## src/hdl/spq_pkg.sv

```systemverilog
// shared types and constants for the sorted priority queue
// holds the transfer structs, the slot struct, the cell command struct and the codes
// no dependencies
package spq_pkg;

  localparam int QUEUE_DEPTH = 16;
  localparam int KEY_BITS    = 6;
  localparam int TAG_BITS    = 8;
  localparam int OCC_BITS    = $clog2(QUEUE_DEPTH + 1);

  // operation codes
  localparam logic FUNC_INSERT  = 1'b0;
  localparam logic FUNC_EXTRACT = 1'b1;

  // status codes
  localparam logic [1:0] STATUS_OK    = 2'd0;
  localparam logic [1:0] STATUS_EMPTY = 2'd1;
  localparam logic [1:0] STATUS_FULL  = 2'd2;

  typedef struct packed {
    logic                func;
    logic [KEY_BITS-1:0] entry_key;
    logic [TAG_BITS-1:0] entry_tag;
  } spq_in_t;

  typedef struct packed {
    logic [1:0]          status;
    logic [KEY_BITS-1:0] out_key;
    logic [TAG_BITS-1:0] out_tag;
    logic [OCC_BITS-1:0] occupancy;
    logic                is_empty;
  } spq_out_t;

  // one stored entry
  typedef struct packed {
    logic [KEY_BITS-1:0] key;
    logic [TAG_BITS-1:0] tag;
  } spq_slot_t;

  // broadcast from the controller to every cell
  typedef struct packed {
    logic                do_insert;
    logic                do_extract;
    logic [KEY_BITS-1:0] key;
    logic [TAG_BITS-1:0] tag;
  } spq_cmd_t;

endpackage

```

## src/hdl/spq_cell.sv

```systemverilog
// one slot of the sorted priority queue cell row
// compares the broadcast key with its own and shifts toward its neighbors
// depends on spq_pkg
module spq_cell
  import spq_pkg::*;
#(
  parameter int IDX = 0
) (
  input  logic                clk,
  input  spq_cmd_t            cmd,
  input  logic [OCC_BITS-1:0] count,
  input  logic                left_disp,
  input  spq_slot_t           left_slot,
  input  spq_slot_t           right_slot,
  output logic                disp,
  output spq_slot_t           slot
);

  spq_slot_t slot_r;
  spq_slot_t slot_nxt;
  logic      valid;

  // slot holds an entry when its position is below the count
  assign valid = count > OCC_BITS'(IDX);

  // new entry goes ahead of this slot when the slot is free or holds a lower key
  assign disp = !valid || (slot_r.key < cmd.key);

  // insert: take the left neighbor or the new entry; extract: take the right neighbor
  always_comb begin
    slot_nxt = slot_r;
    if (cmd.do_insert && disp) begin
      if (left_disp) begin
        slot_nxt = left_slot;
      end else begin
        slot_nxt.key = cmd.key;
        slot_nxt.tag = cmd.tag;
      end
    end else if (cmd.do_extract) begin
      slot_nxt = right_slot;
    end
  end

  always_ff @(posedge clk) begin
    slot_r <= slot_nxt;
  end

  assign slot = slot_r;

endmodule

```

## src/hdl/sorted_priority_queue_top.sv

```systemverilog
// top level of the sorted priority queue: entry count, cell row and result register
// depends on spq_pkg and spq_cell
//
// A bounded priority queue of QUEUE_DEPTH entries kept in descending key order in a row of
// cells, one entry per cell. Every cell compares the incoming key with its own and shifts in
// the same cycle, so an operation is taken in every clock cycle (busy stays low) and its
// result appears on out_data with out_valid high in the cycle after the transfer. The
// receiver cannot stall the block: each result is present for a single cycle only. Equal
// keys leave in arrival order; insert into a full queue reports full and drops the entry,
// extract from an empty queue reports empty.
module sorted_priority_queue_top
  import spq_pkg::*;
(
  input  logic     clk,
  input  logic     rst_n,
  input  logic     start,
  output logic     busy,
  input  spq_in_t  in_data,
  output logic     out_valid,
  output spq_out_t out_data
);

  logic [OCC_BITS-1:0] count_r;
  logic [OCC_BITS-1:0] count_nxt;
  logic                out_valid_r;
  spq_out_t            out_data_r;
  spq_out_t            out_data_nxt;
  logic                accept;
  logic                is_full;
  logic                is_none;
  spq_cmd_t            cmd;
  logic                disp  [QUEUE_DEPTH];
  spq_slot_t           slots [QUEUE_DEPTH];

  assign busy   = 1'b0;
  assign accept = start && !busy;
  assign is_full = count_r == OCC_BITS'(QUEUE_DEPTH);
  assign is_none = count_r == '0;

  // command broadcast to the cells
  always_comb begin
    cmd.do_insert  = accept && (in_data.func == FUNC_INSERT) && !is_full;
    cmd.do_extract = accept && (in_data.func == FUNC_EXTRACT) && !is_none;
    cmd.key        = in_data.entry_key;
    cmd.tag        = in_data.entry_tag;
  end

  // cell row
  for (genvar i = 0; i < QUEUE_DEPTH; i++) begin : g_cell
    logic      l_disp;
    spq_slot_t l_slot;
    spq_slot_t r_slot;

    if (i == 0) begin : g_head
      assign l_disp = 1'b0;
      assign l_slot = '0;
    end else begin : g_body
      assign l_disp = disp[i-1];
      assign l_slot = slots[i-1];
    end

    if (i == QUEUE_DEPTH - 1) begin : g_tail
      assign r_slot = '0;
    end else begin : g_inner
      assign r_slot = slots[i+1];
    end

    spq_cell #(
      .IDX(i)
    ) u_cell (
      .clk        (clk),
      .cmd        (cmd),
      .count      (count_r),
      .left_disp  (l_disp),
      .left_slot  (l_slot),
      .right_slot (r_slot),
      .disp       (disp[i]),
      .slot       (slots[i])
    );
  end

  // entry count and result
  always_comb begin
    count_nxt = count_r;
    if (cmd.do_insert) begin
      count_nxt = count_r + 1'b1;
    end else if (cmd.do_extract) begin
      count_nxt = count_r - 1'b1;
    end

    out_data_nxt           = '0;
    out_data_nxt.status    = STATUS_OK;
    if (in_data.func == FUNC_INSERT) begin
      if (is_full) begin
        out_data_nxt.status = STATUS_FULL;
      end
    end else if (is_none) begin
      out_data_nxt.status = STATUS_EMPTY;
    end else begin
      out_data_nxt.out_key = slots[0].key;
      out_data_nxt.out_tag = slots[0].tag;
    end
    out_data_nxt.occupancy = count_nxt;
    out_data_nxt.is_empty  = count_nxt == '0;
  end

  always_ff @(posedge clk) begin
    if (!rst_n) begin
      count_r     <= '0;
      out_valid_r <= 1'b0;
    end else begin
      count_r     <= count_nxt;
      out_valid_r <= accept;
    end
  end

  // result payload
  always_ff @(posedge clk) begin
    if (accept) begin
      out_data_r <= out_data_nxt;
    end
  end

  assign out_valid = out_valid_r;
  assign out_data  = out_data_r;

  // count stays within the cell row
  a_count_bound: assert property (@(posedge clk) disable iff (!rst_n)
    count_r <= OCC_BITS'(QUEUE_DEPTH))
    else $error("entry count beyond queue depth");

  // every transfer gives exactly one result in the next cycle
  a_one_result: assert property (@(posedge clk) disable iff (!rst_n)
    accept |=> out_valid)
    else $error("missing result after transfer");

  // full insert is dropped and leaves the count alone
  a_full_drop: assert property (@(posedge clk) disable iff (!rst_n)
    accept && (in_data.func == FUNC_INSERT) && is_full
    |=> (out_data.status == STATUS_FULL) && $stable(count_r))
    else $error("insert into full queue not dropped");

  // successful extract removes one entry
  a_extract_count: assert property (@(posedge clk) disable iff (!rst_n)
    cmd.do_extract |=> count_r == $past(count_r) - 1'b1)
    else $error("extract did not remove one entry");

  // reported occupancy matches the count
  a_occ_match: assert property (@(posedge clk) disable iff (!rst_n)
    out_valid |-> (out_data.occupancy == count_r) && (out_data.is_empty == (count_r == '0)))
    else $error("reported occupancy disagrees with entry count");

endmodule

```

## config.mk

```make
export PLATFORM = sky130hd
export DESIGN_NAME = sorted_priority_queue_top
export DESIGN_NICKNAME = d
export VERILOG_FILES = /design/src/hdl/spq_pkg.sv /design/src/hdl/spq_cell.sv /design/src/hdl/sorted_priority_queue_top.sv
export SDC_FILE = /design/constraint.sdc
export NUM_CORES = 1
export LEC_CHECK = 0
export ABC_AREA = 0
export BUFFER_PORTS_ARGS = -buffer_cell sky130_fd_sc_hd__buf_2
export CORE_MARGIN = 1
export CORE_UTILIZATION = 55
export CTS_BUF_LIST = sky130_fd_sc_hd__clkbuf_8
export DETAILED_ROUTE_END_ITERATION = 10
export GPL_TIMING_DRIVEN = 0
export HOLD_SLACK_MARGIN = 0.05
export PLACE_DENSITY = 0.81
export SETUP_SLACK_MARGIN = 0.15
export SYNTH_ARGS = -nofsm -noshare
export SYNTH_HDL_FRONTEND = slang
export SYNTH_HIERARCHICAL = 1
export SYNTH_SLANG_ARGS = --single-unit
```

## constraint.sdc

```tcl
create_clock -name clk -period 4.5 [get_ports clk]
set_input_delay 0.45 -clock clk [delete_from_list [all_inputs] [get_ports clk]]
set_output_delay 0.45 -clock clk [all_outputs]
set_load 0.03 [all_outputs]
```

==> results.cfg <==
[setup_path]
endpoint_kind = register
start_kind = register
arrival_ns = 4.41
cp.required_ns = 4.77
worst-path-max-fanout = 14
criticalPathCategory = register to register

[timing]
drv_slew = 0
max_clock_freq_mhz = 241.6
worstMarginPinSlew_ns = 1.419
slew_headroom_pct = 5.254
fin_ws_ns = 0.3608
final_hold_viol_count = 0
finClkSkew_ns = 0.01593
finalCriticalPeriod_ns = 4.139
finalSetupTns_ns = 0
setup_viol = 0
period_share_pct = 91.98
grt_setup_unrepaired = no

[logic_synthesis]
synth_area_um2 = 17470
synthesis.instances = 1407
synth_area_per_cell_um2 = 12.42
yosysWarnings = 6

[clock_tree]
cts_buffer_depth = 3
cts-buffers-inserted = 44
clock_sinks = 252
cts_tree = built
cts_root_buf = clkbuf_8
hold_buffers = 0
postCtsSetupBuffers = 0
clkTransAtPathRegs_ns = 0.06
cts_resized = 0
insertion_delay_ns = 0.57
cts_max_level = 2

[finish]
final_common_cell = edfxtp_1
stdcell_count = 1969
final_area_um2 = 19240
num_antenna_cells = 0
nNetsFinal = 1638
most-common-layout-cells = edfxtp_1 (246), mux2_2 (214), mux2_4 (126), nand2_1 (124), inv_1 (113)
drive_gt1_share_pct = 36.43
area_delta_synth_final_pct = 10.11

[place]
dpl_cell_area_um2 = 18370
gp_congestion = 0.8900
io_buffers = 40
pre_cts_slack_ns = 0.4920
dp_cells = 1888
hpwl_um = 29900

[route]
first_pass_iters = 6
ant_nets = 0
drc = 0
vias = 12090
drt_iter0_markers = 1054
routed_wl_um = 42790
detail_route.vias_per_cell = 6.139
wire_per_inst_um = 21.73

[run]
drv_cap = 0

[global_route]
grt_max_degree = 33
grt_pass1_wl_um = 67450
grt_antenna_before_repair = 0
grt_pass1_vias = 12630
grt_overflow = 0
grtUsageTotal_pct = 26.32

[pwr]
power_leakage_nw = 7.780
report.power.total_mw = 7.370
powerDensity_nw_per_um2 = 383.0
ir_drop_mv = 0.2684

[floorplan]
start_util_pct = 56.53
dieArea_um2 = 32490
boundaryPins = 42
rows = 64
die_x_um = 180.2
coreArea_um2 = 30910
die_y_um = 180.2

[status]
outcome = finished clean

[min_path]
hold_path.class = input port to register
## state kept, by name, indices dropped and copies added, names as in the netlist
register,count
count_r,5
g_cell.u_cell/slot,224
out_data,22
out_valid,1
## final cells by class
cell class	count	area [um^2]
timing repair buffer	42	226.5
sequential	252	7507
clock buffer	50	688.2
fill	2359	11670
multi-input combinational	1024	9158
clock inverter	31	187.7
inverter	101	379.1
tap	396	495.5
buffer	73	599.3
## per-layer routing
metal | global-route usage, % | vias up | share of wire, %
met5 | 0 | - | 0
met4 | 10.26 | 0 | 3.1
met3 | 5.699 | 113 | 7.5
met2 | 44.93 | 481 | 49
met1 | 32.49 | 5947 | 40
li1 | - | 5547 | -
## final timing paths
path                               to  slack (ns)                startpoint  cells past startpoint
max          g_cell[7].u_cell/slot[8]        0.36                count_r[0]                      8
min                        count_r[2]        0.14                     rst_n                      2
max reg2reg  g_cell[7].u_cell/slot[8]        0.36                count_r[0]                      8
min reg2reg              out_data[10]        0.55  g_cell[0].u_cell/slot[4]                      1
## power by group
part,switching [mW],internal [mW]
clock,1.01,1.14
sequential,0.264,3.04
combinational,0.994,0.932
## metrics by stage
stage	util, %	hold slack, ns
floorplan	-	0.5180
global placement	59.31	0.5266
detailed placement	59.42	0.5397
CTS	62.25	0.1125
global route	62.25	0.1363
finish	62.25	0.1381
## critical path, stage by stage, from the launching register on
cell and delay [ns]:
dfxtp_1 0.82, inv_1 0.19, ha_1 0.30, and4bb_1 0.25, nor2_2 0.60, inv_1 0.31
clkbuf_1 0.33, o31ai_2 0.81, buf_6 0.24
No activity file was read; power rests on OpenSTA's default activity.
